<file path="src/sv/crc_framed_table_read_responder_top_macros.svh">
`ifndef CRC_FRAMED_TABLE_READ_RESPONDER_TOP_MACROS_SVH
`define CRC_FRAMED_TABLE_READ_RESPONDER_TOP_MACROS_SVH

// same-cycle implication
`define CRCF_ASSERT_IMPL(name, clk, rst, ante, cons, msg) \
   name: assert property (@(posedge clk) disable iff (rst) (ante) |-> (cons)) \
      else $error(msg);

// next-cycle implication
`define CRCF_ASSERT_NEXT(name, clk, rst, ante, cons, msg) \
   name: assert property (@(posedge clk) disable iff (rst) (ante) |=> (cons)) \
      else $error(msg);

`endif

</file>
<file path="src/sv/crcf_pkg.sv">
package crcf_pkg;

   localparam logic [31:0] CRC_POLY = 32'hEDB8_8320;
   localparam logic [31:0] CRC_ONES = 32'hFFFF_FFFF;

   localparam logic [7:0] HDR_ZERO = 8'h00;
   localparam logic [7:0] HDR_SEVEN = 8'h07;
   localparam logic [7:0] HDR_READ = 8'h72;

   localparam logic [3:0] POS_FIRST = 4'd0;
   localparam logic [3:0] POS_LAST = 4'd12;

   localparam logic OP_RX = 1'b0;
   localparam logic OP_WRITE = 1'b1;

   typedef struct packed {
      logic       load_ones;
      logic       feed;
      logic [7:0] data;
   } crc_cmd_type;

   typedef struct packed {
      logic        busy;
      logic [31:0] value;
   } crc_stat_type;

endpackage

</file>
<file path="src/sv/crcf_ifs.sv">
interface crcf_req_if;
   logic       valid;
   logic       ready;
   logic       opcode;
   logic [7:0] rx_byte;
   logic [4:0] table_address;
   logic [7:0] table_data;

   modport source(output valid, opcode, rx_byte, table_address, table_data, input ready);
   modport sink(input valid, opcode, rx_byte, table_address, table_data, output ready);
endinterface

interface crcf_rsp_if;
   logic       valid;
   logic       ready;
   logic [7:0] tx_byte;
   logic       frame_end;

   modport source(output valid, tx_byte, frame_end, input ready);
   modport sink(input valid, tx_byte, frame_end, output ready);
endinterface

</file>
<file path="src/sv/crc_framed_table_read_responder_top.sv">
// link bytes: one request per cycle while idle, but bytes 2 to 8 of a frame keep the
// bit-serial crc unit busy, which holds off the next request; reply: after the last
// request byte the length state registers the first reply byte; length and zero bytes
// at 1 per cycle, each slice byte and the first crc byte once the crc unit is done with
// the byte before, last 3 crc bytes at 1 per cycle; requests wait until the reply is out;
// stalls add cycles; synchronous active-high reset clears parser, crc and table
`include "crc_framed_table_read_responder_top_macros.svh"

module crc_framed_table_read_responder_top #(
   parameter int TABLE_BYTES = 32
) (
   input logic        clock,
   input logic        reset,
   crcf_req_if.sink   req_if,
   crcf_rsp_if.source rsp_if
);
   import crcf_pkg::*;

   localparam int AW = (TABLE_BYTES > 1) ? $clog2(TABLE_BYTES) : 1;
   localparam int SZW = $clog2(TABLE_BYTES + 1);
   localparam logic [16:0] TB17 = 17'(TABLE_BYTES);

   localparam logic [2:0] ST_IDLE = 3'd0;
   localparam logic [2:0] ST_LEN = 3'd1;
   localparam logic [2:0] ST_RD = 3'd2;
   localparam logic [2:0] ST_DATA = 3'd3;
   localparam logic [2:0] ST_TAIL = 3'd4;

   logic [2:0]     state_ff, state_in;
   logic [3:0]     pos_ff, pos_in;
   logic [15:0]    off_ff, off_in;
   logic [15:0]    size_ff, size_in;
   logic [31:0]    rcv_ff, rcv_in;
   logic [AW-1:0]  rep_off_ff, rep_off_in;
   logic [SZW-1:0] rep_size_ff, rep_size_in;
   logic [SZW-1:0] idx_ff, idx_in;
   logic [1:0]     step_ff, step_in;
   logic           zpad_ff, zpad_in;
   logic           rsp_valid_ff, rsp_valid_in;
   logic [7:0]     tx_ff, tx_in;
   logic           end_ff, end_in;

   crc_cmd_type  crc_cmd;
   crc_stat_type crc_stat;

   logic          accept;
   logic          out_free;
   logic [7:0]    b;
   logic [31:0]   rcv_full;
   logic [16:0]   sum17;
   logic [16:0]   clip17;
   logic [15:0]   len16;
   logic [31:0]   crc_fin;
   logic [SZW:0]  idx_next;
   logic [SZW:0]  addr_up;
   logic [SZW:0]  addr_dn;
   logic          wr_en;
   logic [AW-1:0] wr_addr;
   logic          rd_en;
   logic [AW-1:0] rd_addr;
   logic [7:0]    rd_data;

   crcf_crc_unit u_crc (
      .clock (clock),
      .reset (reset),
      .cmd   (crc_cmd),
      .stat  (crc_stat)
   );

   crcf_table #(
      .TABLE_BYTES (TABLE_BYTES),
      .AW          (AW)
   ) u_table (
      .clock   (clock),
      .reset   (reset),
      .wr_en   (wr_en),
      .wr_addr (wr_addr),
      .wr_data (req_if.table_data),
      .rd_en   (rd_en),
      .rd_addr (rd_addr),
      .rd_data (rd_data)
   );

   assign req_if.ready = (state_ff == ST_IDLE) && !crc_stat.busy;
   assign accept = req_if.valid && req_if.ready;
   assign out_free = !rsp_valid_ff || rsp_if.ready;
   assign b = req_if.rx_byte;
   assign rcv_full = {rcv_ff[23:0], b};
   assign sum17 = {1'b0, size_ff} + {1'b0, off_ff};
   assign clip17 = TB17 - {1'b0, off_ff};
   assign len16 = 16'(rep_size_ff) + 16'd1;
   assign crc_fin = ~crc_stat.value;
   assign idx_next = (SZW + 1)'(idx_ff) + (SZW + 1)'(1);
   assign addr_up = (SZW + 1)'(rep_off_ff) + idx_next;
   assign addr_dn = (SZW + 1)'(rep_off_ff) + (SZW + 1)'(idx_ff) - (SZW + 1)'(1);

   assign wr_en = accept && (req_if.opcode == OP_WRITE)
      && (32'(req_if.table_address) < 32'(TABLE_BYTES));
   assign wr_addr = AW'(req_if.table_address);

   always_comb begin
      state_in = state_ff;
      pos_in = pos_ff;
      off_in = off_ff;
      size_in = size_ff;
      rcv_in = rcv_ff;
      rep_off_in = rep_off_ff;
      rep_size_in = rep_size_ff;
      idx_in = idx_ff;
      step_in = step_ff;
      zpad_in = zpad_ff;
      rsp_valid_in = rsp_valid_ff;
      tx_in = tx_ff;
      end_in = end_ff;
      crc_cmd = '0;
      rd_en = 1'b0;
      rd_addr = addr_up[AW-1:0];

      if (rsp_valid_ff && rsp_if.ready) begin
         rsp_valid_in = 1'b0;
      end

      unique case (state_ff)
         ST_IDLE: begin
            if (accept && (req_if.opcode == OP_RX)) begin
               unique case (pos_ff)
                  4'd0: begin
                     if (b == HDR_ZERO) begin
                        pos_in = 4'd1;
                     end
                  end
                  4'd1: begin
                     pos_in = (b == HDR_SEVEN) ? 4'd2 : POS_FIRST;
                     crc_cmd.load_ones = 1'b1;
                  end
                  4'd2: begin
                     crc_cmd.load_ones = 1'b1;
                     if (b == HDR_READ) begin
                        crc_cmd.feed = 1'b1;
                        crc_cmd.data = b;
                        pos_in = 4'd3;
                     end else begin
                        pos_in = POS_FIRST;
                     end
                  end
                  4'd3, 4'd4: begin
                     if (b == ((pos_ff == 4'd3) ? HDR_ZERO : HDR_SEVEN)) begin
                        crc_cmd.feed = 1'b1;
                        crc_cmd.data = b;
                        pos_in = pos_ff + 4'd1;
                     end else begin
                        crc_cmd.load_ones = 1'b1;
                        pos_in = POS_FIRST;
                     end
                  end
                  4'd5, 4'd6: begin
                     off_in = {off_ff[7:0], b};
                     crc_cmd.feed = 1'b1;
                     crc_cmd.data = b;
                     pos_in = pos_ff + 4'd1;
                  end
                  4'd7, 4'd8: begin
                     size_in = {size_ff[7:0], b};
                     crc_cmd.feed = 1'b1;
                     crc_cmd.data = b;
                     pos_in = pos_ff + 4'd1;
                  end
                  4'd9, 4'd10, 4'd11: begin
                     rcv_in = rcv_full;
                     pos_in = pos_ff + 4'd1;
                  end
                  POS_LAST: begin
                     rcv_in = rcv_full;
                     pos_in = POS_FIRST;
                     crc_cmd.load_ones = 1'b1;
                     if ((crc_fin == rcv_full) && ({1'b0, off_ff} < TB17)) begin
                        rep_off_in = off_ff[AW-1:0];
                        rep_size_in = (sum17 > TB17) ? clip17[SZW-1:0] : size_ff[SZW-1:0];
                        step_in = 2'd0;
                        state_in = ST_LEN;
                     end
                  end
                  default: begin
                     crc_cmd.load_ones = 1'b1;
                     pos_in = POS_FIRST;
                  end
               endcase
            end
         end
         ST_LEN: begin
            if (out_free) begin
               rsp_valid_in = 1'b1;
               end_in = 1'b0;
               unique case (step_ff)
                  2'd0: tx_in = len16[15:8];
                  2'd1: tx_in = len16[7:0];
                  default: tx_in = 8'd0;
               endcase
               step_in = step_ff + 2'd1;
               if (step_ff == 2'd2) begin
                  // crc register is all ones here after the request check
                  crc_cmd.feed = 1'b1;
                  crc_cmd.data = 8'd0;
                  idx_in = '0;
                  state_in = ST_RD;
               end
            end
         end
         ST_RD: begin
            if (idx_ff == rep_size_ff) begin
               step_in = 2'd0;
               state_in = ST_TAIL;
            end else begin
               // adjacent bytes swapped, unpaired last byte sent as zero
               if (!idx_ff[0]) begin
                  zpad_in = !(idx_next < (SZW + 1)'(rep_size_ff));
                  rd_addr = addr_up[AW-1:0];
               end else begin
                  zpad_in = 1'b0;
                  rd_addr = addr_dn[AW-1:0];
               end
               rd_en = 1'b1;
               state_in = ST_DATA;
            end
         end
         ST_DATA: begin
            if (out_free && !crc_stat.busy) begin
               rsp_valid_in = 1'b1;
               end_in = 1'b0;
               tx_in = zpad_ff ? 8'd0 : rd_data;
               crc_cmd.feed = 1'b1;
               crc_cmd.data = zpad_ff ? 8'd0 : rd_data;
               idx_in = idx_next[SZW-1:0];
               state_in = ST_RD;
            end
         end
         ST_TAIL: begin
            if (out_free && !crc_stat.busy) begin
               rsp_valid_in = 1'b1;
               unique case (step_ff)
                  2'd0: tx_in = crc_fin[31:24];
                  2'd1: tx_in = crc_fin[23:16];
                  2'd2: tx_in = crc_fin[15:8];
                  2'd3: tx_in = crc_fin[7:0];
               endcase
               end_in = (step_ff == 2'd3);
               step_in = step_ff + 2'd1;
               if (step_ff == 2'd3) begin
                  crc_cmd.load_ones = 1'b1;
                  state_in = ST_IDLE;
               end
            end
         end
         default: begin
            state_in = ST_IDLE;
         end
      endcase
   end

   always_ff @(posedge clock) begin
      if (reset) begin
         state_ff <= ST_IDLE;
         pos_ff <= POS_FIRST;
         off_ff <= '0;
         size_ff <= '0;
         rcv_ff <= '0;
         rsp_valid_ff <= 1'b0;
      end else begin
         state_ff <= state_in;
         pos_ff <= pos_in;
         off_ff <= off_in;
         size_ff <= size_in;
         rcv_ff <= rcv_in;
         rsp_valid_ff <= rsp_valid_in;
      end
      rep_off_ff <= rep_off_in;
      rep_size_ff <= rep_size_in;
      idx_ff <= idx_in;
      step_ff <= step_in;
      zpad_ff <= zpad_in;
      tx_ff <= tx_in;
      end_ff <= end_in;
   end

   assign rsp_if.valid = rsp_valid_ff;
   assign rsp_if.tx_byte = tx_ff;
   assign rsp_if.frame_end = end_ff;

   `CRCF_ASSERT_IMPL(a_feed_when_idle, clock, reset, crc_cmd.feed, !crc_stat.busy, "crc fed while busy")
   `CRCF_ASSERT_NEXT(a_last_restarts, clock, reset, accept && (req_if.opcode == OP_RX) && (pos_ff == POS_LAST), pos_ff == POS_FIRST, "parser did not restart after last byte")
   `CRCF_ASSERT_IMPL(a_idx_in_range, clock, reset, (state_ff == ST_RD) || (state_ff == ST_DATA), idx_ff <= rep_size_ff, "slice index past size")

endmodule

</file>
<file path="src/sv/crcf_crc_unit.sv">
module crcf_crc_unit (
   input  logic                  clock,
   input  logic                  reset,
   input  crcf_pkg::crc_cmd_type cmd,
   output crcf_pkg::crc_stat_type stat
);
   import crcf_pkg::*;

   logic [31:0] crc_ff, crc_in;
   logic [7:0]  dat_ff, dat_in;
   logic [3:0]  cnt_ff, cnt_in;
   logic        fb;

   // bit-serial reflected crc, one data bit per cycle
   always_comb begin
      crc_in = crc_ff;
      dat_in = dat_ff;
      cnt_in = cnt_ff;
      fb = crc_ff[0] ^ dat_ff[0];
      if (cnt_ff != 4'd0) begin
         crc_in = (crc_ff >> 1) ^ (fb ? CRC_POLY : 32'd0);
         dat_in = dat_ff >> 1;
         cnt_in = cnt_ff - 4'd1;
      end else begin
         if (cmd.load_ones) begin
            crc_in = CRC_ONES;
         end
         if (cmd.feed) begin
            dat_in = cmd.data;
            cnt_in = 4'd8;
         end
      end
   end

   always_ff @(posedge clock) begin
      if (reset) begin
         crc_ff <= CRC_ONES;
         cnt_ff <= 4'd0;
      end else begin
         crc_ff <= crc_in;
         cnt_ff <= cnt_in;
      end
      dat_ff <= dat_in;
   end

   assign stat.busy = (cnt_ff != 4'd0);
   assign stat.value = crc_ff;

endmodule

</file>
<file path="src/sv/crcf_table.sv">
module crcf_table #(
   parameter int TABLE_BYTES = 32,
   parameter int AW = 5
) (
   input  logic          clock,
   input  logic          reset,
   input  logic          wr_en,
   input  logic [AW-1:0] wr_addr,
   input  logic [7:0]    wr_data,
   input  logic          rd_en,
   input  logic [AW-1:0] rd_addr,
   output logic [7:0]    rd_data
);
   logic [7:0]             mem [TABLE_BYTES];
   logic [TABLE_BYTES-1:0] valid_ff;
   logic [7:0]             rd_data_ff;

   always_ff @(posedge clock) begin
      if (reset) begin
         valid_ff <= '0;
      end else if (wr_en) begin
         valid_ff[wr_addr] <= 1'b1;
      end
   end

   always_ff @(posedge clock) begin
      if (wr_en) begin
         mem[wr_addr] <= wr_data;
      end
   end

   // entries never written read as zero
   always_ff @(posedge clock) begin
      if (rd_en) begin
         rd_data_ff <= valid_ff[rd_addr] ? mem[rd_addr] : 8'd0;
      end
   end

   assign rd_data = rd_data_ff;

endmodule

</file>
<file path="src/flat_wrapper.sv">
// flat-port wrapper written by rule: the top's interface ports become plain ports
module crc_framed_table_read_responder_top_flat import crcf_pkg::*;
#(
   parameter int TABLE_BYTES = 32
)
  (clock, reset, req_if_valid, req_if_opcode, req_if_rx_byte, req_if_table_address, req_if_table_data, req_if_ready, rsp_if_valid, rsp_if_tx_byte, rsp_if_frame_end, rsp_if_ready);
  crcf_req_if req_if_i ();
  crcf_rsp_if rsp_if_i ();
  input logic clock;
  input logic reset;
  input wire logic [$bits(req_if_i.valid)-1:0] req_if_valid;
  input wire logic [$bits(req_if_i.opcode)-1:0] req_if_opcode;
  input wire logic [$bits(req_if_i.rx_byte)-1:0] req_if_rx_byte;
  input wire logic [$bits(req_if_i.table_address)-1:0] req_if_table_address;
  input wire logic [$bits(req_if_i.table_data)-1:0] req_if_table_data;
  output wire logic [$bits(req_if_i.ready)-1:0] req_if_ready;
  output wire logic [$bits(rsp_if_i.valid)-1:0] rsp_if_valid;
  output wire logic [$bits(rsp_if_i.tx_byte)-1:0] rsp_if_tx_byte;
  output wire logic [$bits(rsp_if_i.frame_end)-1:0] rsp_if_frame_end;
  input wire logic [$bits(rsp_if_i.ready)-1:0] rsp_if_ready;
  assign req_if_i.valid = req_if_valid;
  assign req_if_i.opcode = req_if_opcode;
  assign req_if_i.rx_byte = req_if_rx_byte;
  assign req_if_i.table_address = req_if_table_address;
  assign req_if_i.table_data = req_if_table_data;
  assign req_if_ready = req_if_i.ready;
  assign rsp_if_valid = rsp_if_i.valid;
  assign rsp_if_tx_byte = rsp_if_i.tx_byte;
  assign rsp_if_frame_end = rsp_if_i.frame_end;
  assign rsp_if_i.ready = rsp_if_ready;
  crc_framed_table_read_responder_top #(.TABLE_BYTES(TABLE_BYTES)) u_core (.clock(clock), .reset(reset), .req_if(req_if_i), .rsp_if(rsp_if_i));
endmodule
</file>
<file path="config.mk">
export PLATFORM = sky130hd
export DESIGN_NAME = crc_framed_table_read_responder_top_flat
export DESIGN_NICKNAME = d
export VERILOG_FILES = /design/src/sv/crcf_pkg.sv /design/src/sv/crcf_ifs.sv /design/src/sv/crc_framed_table_read_responder_top.sv /design/src/sv/crcf_crc_unit.sv /design/src/sv/crcf_table.sv /design/src/flat_wrapper.sv
export VERILOG_INCLUDE_DIRS = /design/src /design/src/sv
export SDC_FILE = /design/constraint.sdc
export NUM_CORES = 1
export LEC_CHECK = 0
export ABC_CLOCK_PERIOD_IN_PS = 8000
export BUFFER_PORTS_ARGS = -buffer_cell sky130_fd_sc_hd__buf_2
export CAP_MARGIN = 25
export CORE_ASPECT_RATIO = 0.6
export CORE_MARGIN = 10
export CORE_UTILIZATION = 40
export CTS_CLUSTER_SIZE = 25
export DETAILED_ROUTE_END_ITERATION = 12
export HOLD_SLACK_MARGIN = 0.12
export RECOVER_POWER = 100
export SYNTH_ARGS = -nofsm -noshare
export SYNTH_HDL_FRONTEND = slang
export SYNTH_SLANG_ARGS = --single-unit
export TNS_END_PERCENT = 30
</file>
<file path="constraint.sdc">
create_clock -name clock -period 8 [get_ports clock]
set_input_delay 1.6 -clock clock [delete_from_list [all_inputs] [get_ports clock]]
set_output_delay 1.6 -clock clock [all_outputs]
set_load 0.05 [all_outputs]
</file>
* Word level (Yosys, flattened, before mapping)
Memories as Yosys holds them, arrays and structs flattened. A register that Yosys moved wholly into a read port is not among the register bits. Cells that the tools add are included. W data, S select, Z words.
Cells by class: mux-type cells 74, add/sub/neg operators 10, magnitude comparators 6, bitwise gates (word level) 6, equality and inequality tests 34, reduce and logical (&&, ||, !) cells 41
Operators by type and width (count):
- $mux W32 | 3
- $pmux W9 S3 | 2
- $mux W9 | 5
- $eq A32 B32 Y1 | 1
- $mux W8 | 4
- $not A32 Y32 | 1
- $or A32 B32 Y32 | 1
- $pmux W8 S4 | 1
- $xor A31 B32 Y32 | 1
- $mux W3 | 10
- $mux W6 | 4
- $pmux W8 S3 | 1
- $eq A4 B4 Y1 const B | 5
- $pmux W4 S5 | 1
- $add A16 B16 Y17 | 1
- $gt A17 B6 Y1 const B | 1
- $eq A4 B3 Y1 const B | 4
- $lt A16 B6 Y1 const B | 1
- $mux W2 | 8
- $mux W4 | 4
- $pmux W8 S2 | 1
- $mux W1 | 15
- $mux W5 | 3
- $pmux W3 S5 | 1
- other kinds (52) | 92
Word-level totals: bits in writable memories 256, output and inout port bits 11, memories 1, word-level logic and storage cells 190, input bits 26, register bits after elaboration 169
Memory list:
- u_core.u_table.mem | depth 32, width 8, rd ports 1, clocked after Yosys merged registers in 1, write ports 1, RTL line crcf_table.sv:14 | logic [7:0] mem [TABLE_BYTES];

* Depth between registers and ports, before layout
Gate-level depths: netlist (run 1).
depth in word-level cells 9, depth in mapped cells 14, mapped depth without buffers 13

* Modules after synthesis
From an unflattened synthesis (run 1), not the netlist that was laid out.
Second synthesis, totals: cell total of the unflattened synthesis 1568, area total of the unflattened synthesis 19874.1 sq um
By module, submodules not included:
- crcf_table | seq. area each 8568.2 sq um, instances 1, cells each 645, area each 11593.6 sq um
- crc_framed_table_read_responder_top | seq. area each 2152.1 sq um, instances 1, cells each 728, area each 6521.3 sq um
- crcf_crc_unit | seq. area each 950.9 sq um, instances 1, cells each 195, area each 1759.2 sq um

* Least setup slack after synthesis (run 1)
OpenSTA, ideal clock, no wires.
kind input to register, start point input req_if_rx_byte[3], end point register u_core.u_crc.crc_ff[12], data required time 7883 ps, setup slack 4099 ps, data arrival time 3784 ps, buffers on the path 2, cell stages on the path 9, library setup time 117 ps, path through or2_2 or4_1 or4_1 o211ai_1 o21ai_1 nand2b_1 clkbuf_1 buf_1 o22a_1
On the way: cells in the longest elaborated chain, start to end 6
Ends and longest elaborated chain:
- start, declared | RTL line flat_wrapper.sv:13 | input wire logic [$bits(req_if_i.rx_byte)-1:0] req_if_rx_byte;
- $eq A8 B3 Y1 | RTL line crc_framed_table_read_responder_top.sv:147 | if (b == ((pos_ff == 4'd3) ? HDR_ZERO : HDR_SEVEN)) begin
- $mux W1 | RTL line crc_framed_table_read_responder_top.sv:147
- $pmux W1 S2 | RTL line crc_framed_table_read_responder_top.sv:126 | unique case (pos_ff)
- $mux W10 | RTL line crc_framed_table_read_responder_top.sv:125 | if (accept && (req_if.opcode == OP_RX)) begin
- $pmux W1 S2 | RTL line crc_framed_table_read_responder_top.sv:123 | unique case (state_ff)
- $reduce_bool A2 Y1 (no source line)
- end signal, assigned | RTL line crcf_crc_unit.sv:40 | crc_ff <= crc_in;
- end, declared | RTL line crcf_crc_unit.sv:9 | logic [31:0] crc_ff, crc_in;
No other way between the ends. A chain may end at the register's enable or synchronous reset.

* Worst setup path in the final report (run 1)
start point register u_core.idx_ff[0], end point register u_core.u_table.rd_data_ff[1] (netlist: u_core.u_table.rd_data[1]), read port of u_core.u_table.mem (data pin)
On the way: cells in the longest elaborated chain, start to end 8, elaborated cells between the ends (all ways) 13
Ends and longest elaborated chain:
- start, declared | RTL line crc_framed_table_read_responder_top.sv:36 | logic [SZW-1:0] idx_ff, idx_in;
- start signal, assigned | RTL line crc_framed_table_read_responder_top.sv:278 | idx_ff <= idx_in;
- $add A6 B1 Y7 * | RTL line crc_framed_table_read_responder_top.sv:93 | assign idx_next = (SZW + 1)'(idx_ff) + (SZW + 1)'(1);
- net u_core.idx_next[2] | RTL line crc_framed_table_read_responder_top.sv:54 | logic [SZW:0] idx_next;
- $add A5 B5 Y5 * | RTL line crc_framed_table_read_responder_top.sv:94 | assign addr_up = (SZW + 1)'(rep_off_ff) + idx_next;
- $mux W5 | RTL line crc_framed_table_read_responder_top.sv:215 | if (!idx_ff[0]) begin
- $mux W5 | RTL line crc_framed_table_read_responder_top.sv:210 | if (idx_ff == rep_size_ff) begin
- $mux W5 * | RTL line crc_framed_table_read_responder_top.sv:123
- $bmux W1 S5 | RTL line crcf_table.sv:35 | rd_data_ff <= valid_ff[rd_addr] ? mem[rd_addr] : 8'd0;
- $mux W1 (implied by the code) | RTL line crcf_table.sv:35
- $logic_not A1 Y1 (no source line)
- end, declared | RTL line crcf_table.sv:16 | logic [7:0] rd_data_ff;
Mark *: on every way through the listed nets, which the timed path passes. The rest lies on a longest branch. The select of a mux whose other input is x is not followed.

==> flow_metrics.py, run 1 <==
metrics = {
    "setup_path": {
        "worstPathMaxFanout": 59,
        "reg2reg_depth": 11,
        "endpoint_kind": "flip-flop",
        "r2r_start": "u_core.idx_ff[0]$_SDFFCE_PN0P_",
        "required_ns": 8.43,
        "cp-start-kind": "flip-flop",
        "cp.arrival_ns": 6.03,
        "regToRegEndpoint": "u_core.u_table.rd_data[1]$_SDFFCE_PN0P_",
        "r2r_setup_slack_ns": 2.40,
        "criticalPathCategory": "reg2reg",
    },
    "outcome": {
        "violations": "max-capacitance violations, max-slew violations",
        "status": "finished with violations",
    },
    "timing": {
        "hold_viol_final": 0,
        "max_freq_mhz": 179,
        "maxSlewViolCount": 400,
        "tightest_slew_ns": 3.40,
        "setup-violations-final": 0,
        "min_period_over_period_pct": 70.0,
        "setup_ws_ns": 2.40,
        "fin_setup_tns_ns": 0,
        "layout_min_cycle_time_ns": 5.60,
        "skew_ns": 0.0165,
        "rsz0062_at_grt": "false",
        "relSlewSlack_pct": -127,
    },
    "run": {
        "cap_violations": 11,
    },
    "placement": {
        "globalplace.congestion": 0.880,
        "dp.cells": 2133,
        "hpwl_mm": 34.1,
        "portBuffers": 36,
        "place_ws_ns": 3.43,
    },
    "cts": {
        "cts_root_buffer": "clkbuf_16",
        "cts_sinks": 433,
        "cts_tree": "yes",
        "htree_num_levels": 2,
        "post_cts_buffers": 0,
        "cts_resized": 0,
        "clk_pin_slew_ns": 0.07,
        "clk_latency_ns": 0.57,
        "clock_path_buffers": 3,
        "ctsHoldBuffers": 0,
        "numCtsBuffers": 43,
    },
    "logic_synthesis": {
        "synth_area_leaders": "edfxtp_1, dfxtp_1, mux4_2",
        "synth.net_count": 1595,
        "synth_warnings": 0,
        "ys_types": 60,
        "netlist.area_leader.share_pct": 46.8,
        "async_flop_share_pct": 0,
        "syn_avg_cell_area_um2": 12.7,
        "syn_area_um2": 19300,
        "yosysSeqAreaShare_pct": 60.6,
        "synth-edff-count": 300,
        "synth_cells": 1522,
        "yosys_register_bits": 433,
        "yosysTopAreaCell": "edfxtp_1",
        "ys.flop_type": "edfxtp_1",
    },
    "cells_and_area": {
        "nNetsFinal": 1623,
        "fin_cells": 2226,
        "fin_util_pct": 45.3,
        "drive_above_1_share_pct": 10.5,
        "syn_to_final_growth_pct": 12.2,
        "final_common_cell": "edfxtp_1",
        "layout_common_cells": "edfxtp_1, nand2_1, nor2_1",
    },
    "routing": {
        "totalWireLength_mm": 50.2,
        "drt_iter0_markers": 1385,
        "dr.pass1.iters": 5,
        "remaining_drc_errors": 0,
        "drt-wirelength-per-cell_um": 22.6,
        "postRouteAntennaNets": 0,
        "num_vias": 12608,
        "vias_per_cell": 5.66,
    },
    "pwr": {
        "powerDensity_nw_per_um2": 242,
        "peakVddDrop_v": 0.000162,
        "leakage_nw": 7.64,
        "p_total_mw": 5.23,
    },
    "floorplanning": {
        "dieWidth_um": 303,
        "die_y_um": 190,
        "core-area_um2": 47700,
        "rows": 62,
        "start_util_pct": 40.4,
        "io_pins": 37,
        "dieArea_um2": 57600,
    },
    "global_route": {
        "grt_pass1_wl_mm": 76.0,
        "grt_overflow": 0,
        "grt_usage_pct": 17.2,
        "antenna_found_initial": 0,
        "grt_max_degree": 69,
        "grt_pass1_vias": 11989,
    },
    "hold_path": {
        "hp-class": "reg2reg",
        "holdPathEnd": "u_core.u_crc.dat_ff[7]$_SDFFE_PN0P_",
        "worstHoldStart": "u_core.u_crc.dat_ff[7]$_SDFFE_PN0P_",
        "hold_depth": 2,
    },
}
## sequential cells by signal, summed over array words and instances (netlist names)
signal,count
u_core.u_table.valid_ff,32
u_core.rsp_if.tx_byte,8
u_core.rep_size_ff,6
u_core.u_table.mem,256
u_core.idx_ff,6
u_core.step_ff,2
u_core.rcv_ff,24
u_core.u_table.rd_data,8
u_core.u_crc.cnt_ff,4
u_core.rep_off_ff,5
u_core.off_ff,16
u_core.state_ff,3
u_core.u_crc.dat_ff,8
u_core.size_ff,16
u_core.pos_ff,4
u_core.zpad_ff,1
u_core.rsp_if.valid,1
u_core.u_crc.crc_ff,32
u_core.rsp_if.frame_end,1
## logic make-up after synthesis
family,Yosys count,synth area share (%)
adder cells (fa/ha/maj),47,3.17
AO/OA/AOI/OAI,273,9.57
flip-flops,433,60.6
AND/OR/NAND/NOR,441,10.1
buffers and inverters,123,2.56
XOR/XNOR,73,3.32
multiplexers,132,10.7
## through the flow
step	hold slack [ns]	instance area (um^2)
2_1_floorplan	0.432	19300
3_3_place_gp	0.444	20000
3_5_place_dp	0.452	20100
4_1_cts	0.463	21600
5_1_grt	0.488	21600
6_report	0.461	21600
## cells in the mapped netlist, drive strengths merged, types with 5 or more instances
library cell	count
a21o	15
a21oi	98
a221o	9
a22oi	6
a32o	7
and3	6
buf	21
clkbuf	59
dfxtp	133
edfxtp	300
ha	44
inv	43
mux2	11
mux2i	63
mux4	58
nand2	185
nand2b	15
nand3	16
nand4	9
nor2	137
nor2b	23
nor3	17
nor4	13
o21a	14
o21ai	25
o22a	19
o22ai	31
o311a	6
o31a	10
or4	5
xnor2	55
xor2	18
## where the power goes
| group | total (mW) | switching [mW] | leakage [nW] | internal [mW] |
|---|---|---|---|---|
| Combinational | 0.453 | 0.285 | 3.11 | 0.168 |
| Clock | 2.23 | 0.910 | 0.757 | 1.32 |
| Sequential | 2.54 | 0.0783 | 3.77 | 2.46 |
| Total | 5.23 | 1.27 | 7.64 | 3.95 |
## layout make-up
class	instances	area [um^2]
Antenna cell	1	2.50
Clock buffer	55	1180
Clock inverter	25	368
Fill cell	4331	26100
Inverter	43	161
Multi-Input combinational cell	966	7110
Sequential cell	433	11700
Tap cell	640	801
Timing Repair Buffer	63	298
## how the worst max path moves through the flow
stage                                         startpoint                                       to  slack [ns]
final                     u_core.idx_ff[0]$_SDFFCE_PN0P_  u_core.u_table.rd_data[1]$_SDFFCE_PN0P_        2.40
after floorplan                        req_if_rx_byte[3]     u_core.u_crc.crc_ff[12]$_SDFFE_PP1P_        4.10
after detailed placement  u_core.idx_ff[0]$_SDFFCE_PN0P_  u_core.u_table.rd_data[3]$_SDFFCE_PN0P_        3.43
after CTS                 u_core.idx_ff[0]$_SDFFCE_PN0P_  u_core.u_table.rd_data[5]$_SDFFCE_PN0P_        3.43
after global placement    u_core.idx_ff[0]$_SDFFCE_PN0P_  u_core.u_table.rd_data[3]$_SDFFCE_PN0P_        3.48
after global routing      u_core.idx_ff[0]$_SDFFCE_PN0P_  u_core.u_table.rd_data[1]$_SDFFCE_PN0P_        2.22
## worst max-delay path, stage by stage, from the launching register on
cell	delay, ns
edfxtp_1	0.51
ha_1	0.29
xor2_1	0.37
ha_1	0.36
a21oi_1	0.18
xnor2_1	0.15
mux2i_4	0.15
clkbuf_2	1.41
nor2b_1	0.46
a32o_1	0.38
nor3_1	0.87
o31a_1	0.22
## metal layers
metal / up-vias / track usage, % / wire length [um]
li1: 5714 / - / -
met2: 494 / 22.0 / 19400
met1: 6342 / 28.1 / 25300
met3: 58 / 4.40 / 4900
met5: - / 0 / 0
met4: 0 / 3.19 / 680
No activity file was read; power rests on OpenSTA's default activity.
==> run 2, diff against run 1 <==
--- a/config.mk
+++ b/config.mk
@@ -6,7 +6,7 @@
 export SDC_FILE = /design/constraint.sdc
 export NUM_CORES = 1
 export LEC_CHECK = 0
-export ABC_CLOCK_PERIOD_IN_PS = 8000
+export ABC_CLOCK_PERIOD_IN_PS = 4890
 export BUFFER_PORTS_ARGS = -buffer_cell sky130_fd_sc_hd__buf_2
 export CAP_MARGIN = 25
 export CORE_ASPECT_RATIO = 0.6
==> constraint.sdc (replaced) <==
create_clock -name clock -period 4.89 [get_ports clock]
set_input_delay 0.978 -clock clock [delete_from_list [all_inputs] [get_ports clock]]
set_output_delay 0.978 -clock clock [all_outputs]
set_load 0.05 [all_outputs]
==> flow_metrics.py, run 2 (synthesized netlist as in run 1, its figures left out) <==
metrics = {
    "routing": {
        "drt_iter0_markers": 1436,
        "vias_per_cell": 5.55,
        "remaining_drc_errors": 0,
        "dr.pass1.iters": 5,
        "totalWireLength_mm": 49.9,
        "postRouteAntennaNets": 0,
        "num_vias": 12448,
        "drt-wirelength-per-cell_um": 22.3,
    },
    "global_route": {
        "grt_pass1_wl_mm": 76.1,
        "antenna_found_initial": 2,
        "grt_pass1_vias": 11920,
        "grt_usage_pct": 17.2,
        "grt_max_degree": 85,
        "grt_overflow": 0,
    },
    "timing": {
        "max_freq_mhz": 235,
        "hold_viol_final": 0,
        "fin_setup_tns_ns": 0,
        "setup_ws_ns": 0.627,
        "maxSlewViolCount": 361,
        "min_period_over_period_pct": 87.2,
        "skew_ns": 0.00923,
        "rsz0062_at_grt": "false",
        "layout_min_cycle_time_ns": 4.26,
        "relSlewSlack_pct": -178,
        "setup-violations-final": 0,
        "tightest_slew_ns": 4.16,
    },
    "floorplanning": {
        "die_y_um": 190,
        "io_pins": 37,
        "dieArea_um2": 57600,
        "dieWidth_um": 303,
        "start_util_pct": 40.4,
        "rows": 62,
        "core-area_um2": 47700,
    },
    "placement": {
        "place_ws_ns": 0.649,
        "portBuffers": 36,
        "globalplace.congestion": 0.876,
        "hpwl_mm": 34.1,
        "dp.cells": 2163,
    },
    "outcome": {
        "status": "finished with violations",
        "violations": "max-capacitance violations, max-slew violations",
    },
    "setup_path": {
        "endpoint_kind": "flip-flop",
        "cp.arrival_ns": 4.57,
        "cp-start-kind": "flip-flop",
        "startpoint": "u_core.idx_ff[0]$_SDFFCE_PN0P_",
        "required_ns": 5.19,
        "worstPathMaxFanout": 39,
        "criticalPathCategory": "reg2reg",
        "r2r_start": "u_core.idx_ff[0]$_SDFFCE_PN0P_",
    },
    "cts": {
        "numCtsBuffers": 41,
        "cts_tree": "yes",
        "clock_path_buffers": 3,
        "cts_root_buffer": "clkbuf_16",
        "cts_sinks": 433,
        "ctsHoldBuffers": 0,
        "post_cts_buffers": 0,
        "clk_pin_slew_ns": 0.07,
        "cts_resized": 0,
        "htree_num_levels": 2,
        "clk_latency_ns": 0.55,
    },
    "cells_and_area": {
        "layout_common_cells": "edfxtp_1, nand2_1, nor2_1",
        "fin_util_pct": 45.0,
        "nNetsFinal": 1640,
        "fin_cells": 2241,
        "multi_input_area_um2": 7110,
        "top_regs": "u_core.u_table.mem x256, u_core.u_crc.crc_ff x32, u_core.u_table.valid_ff x32",
        "num-fill-cells": 4332,
        "regArea_um2": 11700,
        "final_common_cell": "edfxtp_1",
        "syn_to_final_growth_pct": 11.5,
        "top_register": "u_core.u_table.mem",
        "drive_above_1_share_pct": 10.4,
        "largest_reg_flops": 256,
    },
    "pwr": {
        "powerDensity_nw_per_um2": 373,
        "leakage_nw": 7.45,
        "peakVddDrop_v": 0.000233,
    },
    "hold_path": {
        "worstHoldStart": "u_core.size_ff[10]$_SDFFE_PP0P_",
        "hp-class": "reg2reg",
    },
    "run": {
        "cap_violations": 10,
    },
}
run 2: per-layer routing:
metal	track usage, %	vias to the layer above	wire length, um
met4	2.76	0	531
met2	22.1	436	19500
met3	4.25	50	4330
met1	28.4	6225	25500
met5	0	-	0
li1	-	5737	-
run 2: per-stage QoR:
stage	hold slack (ns)	power (mW)	cell area, um^2
after CTS	0.467	8.08	21600
after detailed placement	0.454	4.95	20300
after global routing	0.482	8.32	21500
after global placement	0.443	4.94	20300
final	0.465	8.01	21500
after floorplan	0.432	4.68	19300
run 2: where the power goes:
group | switching [mW] | internal (mW) | leakage [nW]
Clock | 1.39 | 1.75 | 0.648
Sequential | 0.112 | 4.03 | 3.76
Combinational | 0.462 | 0.264 | 3.04
run 2: area by class of cell:
cell class,instances,area share (%)
Sequential cell,433,54.3
Multi-Input combinational cell,966,33.1
Clock buffer,62,5.53
Tap cell,640,3.73
Timing Repair Buffer,82,1.90
Inverter,43,0.752
Clock inverter,14,0.612
Antenna cell,1,0.0117
run 2: critical path: stages, from the launching register on:
cell and delay [ns]:
edfxtp_1 0.49, ha_1 0.34, nor4_1 0.62, a2111oi_4 0.25
mux2_4 0.52, clkbuf_4 0.66, mux4_2 0.43, mux2i_1 0.27
o22ai_1 0.15, o31a_1 0.25
run 2: worst paths after layout:
kind | slack, ns | to | depth (start not counted)
worst min-delay path | 0.47 | u_core.size_ff[10]$_SDFFE_PP0P_ | 2
worst min register to register | 0.47 | u_core.size_ff[10]$_SDFFE_PP0P_ | 2
worst max-delay path | 0.63 | u_core.u_table.rd_data[2]$_SDFFCE_PN0P_ | 9
worst max register to register | 0.63 | u_core.u_table.rd_data[2]$_SDFFCE_PN0P_ | 9
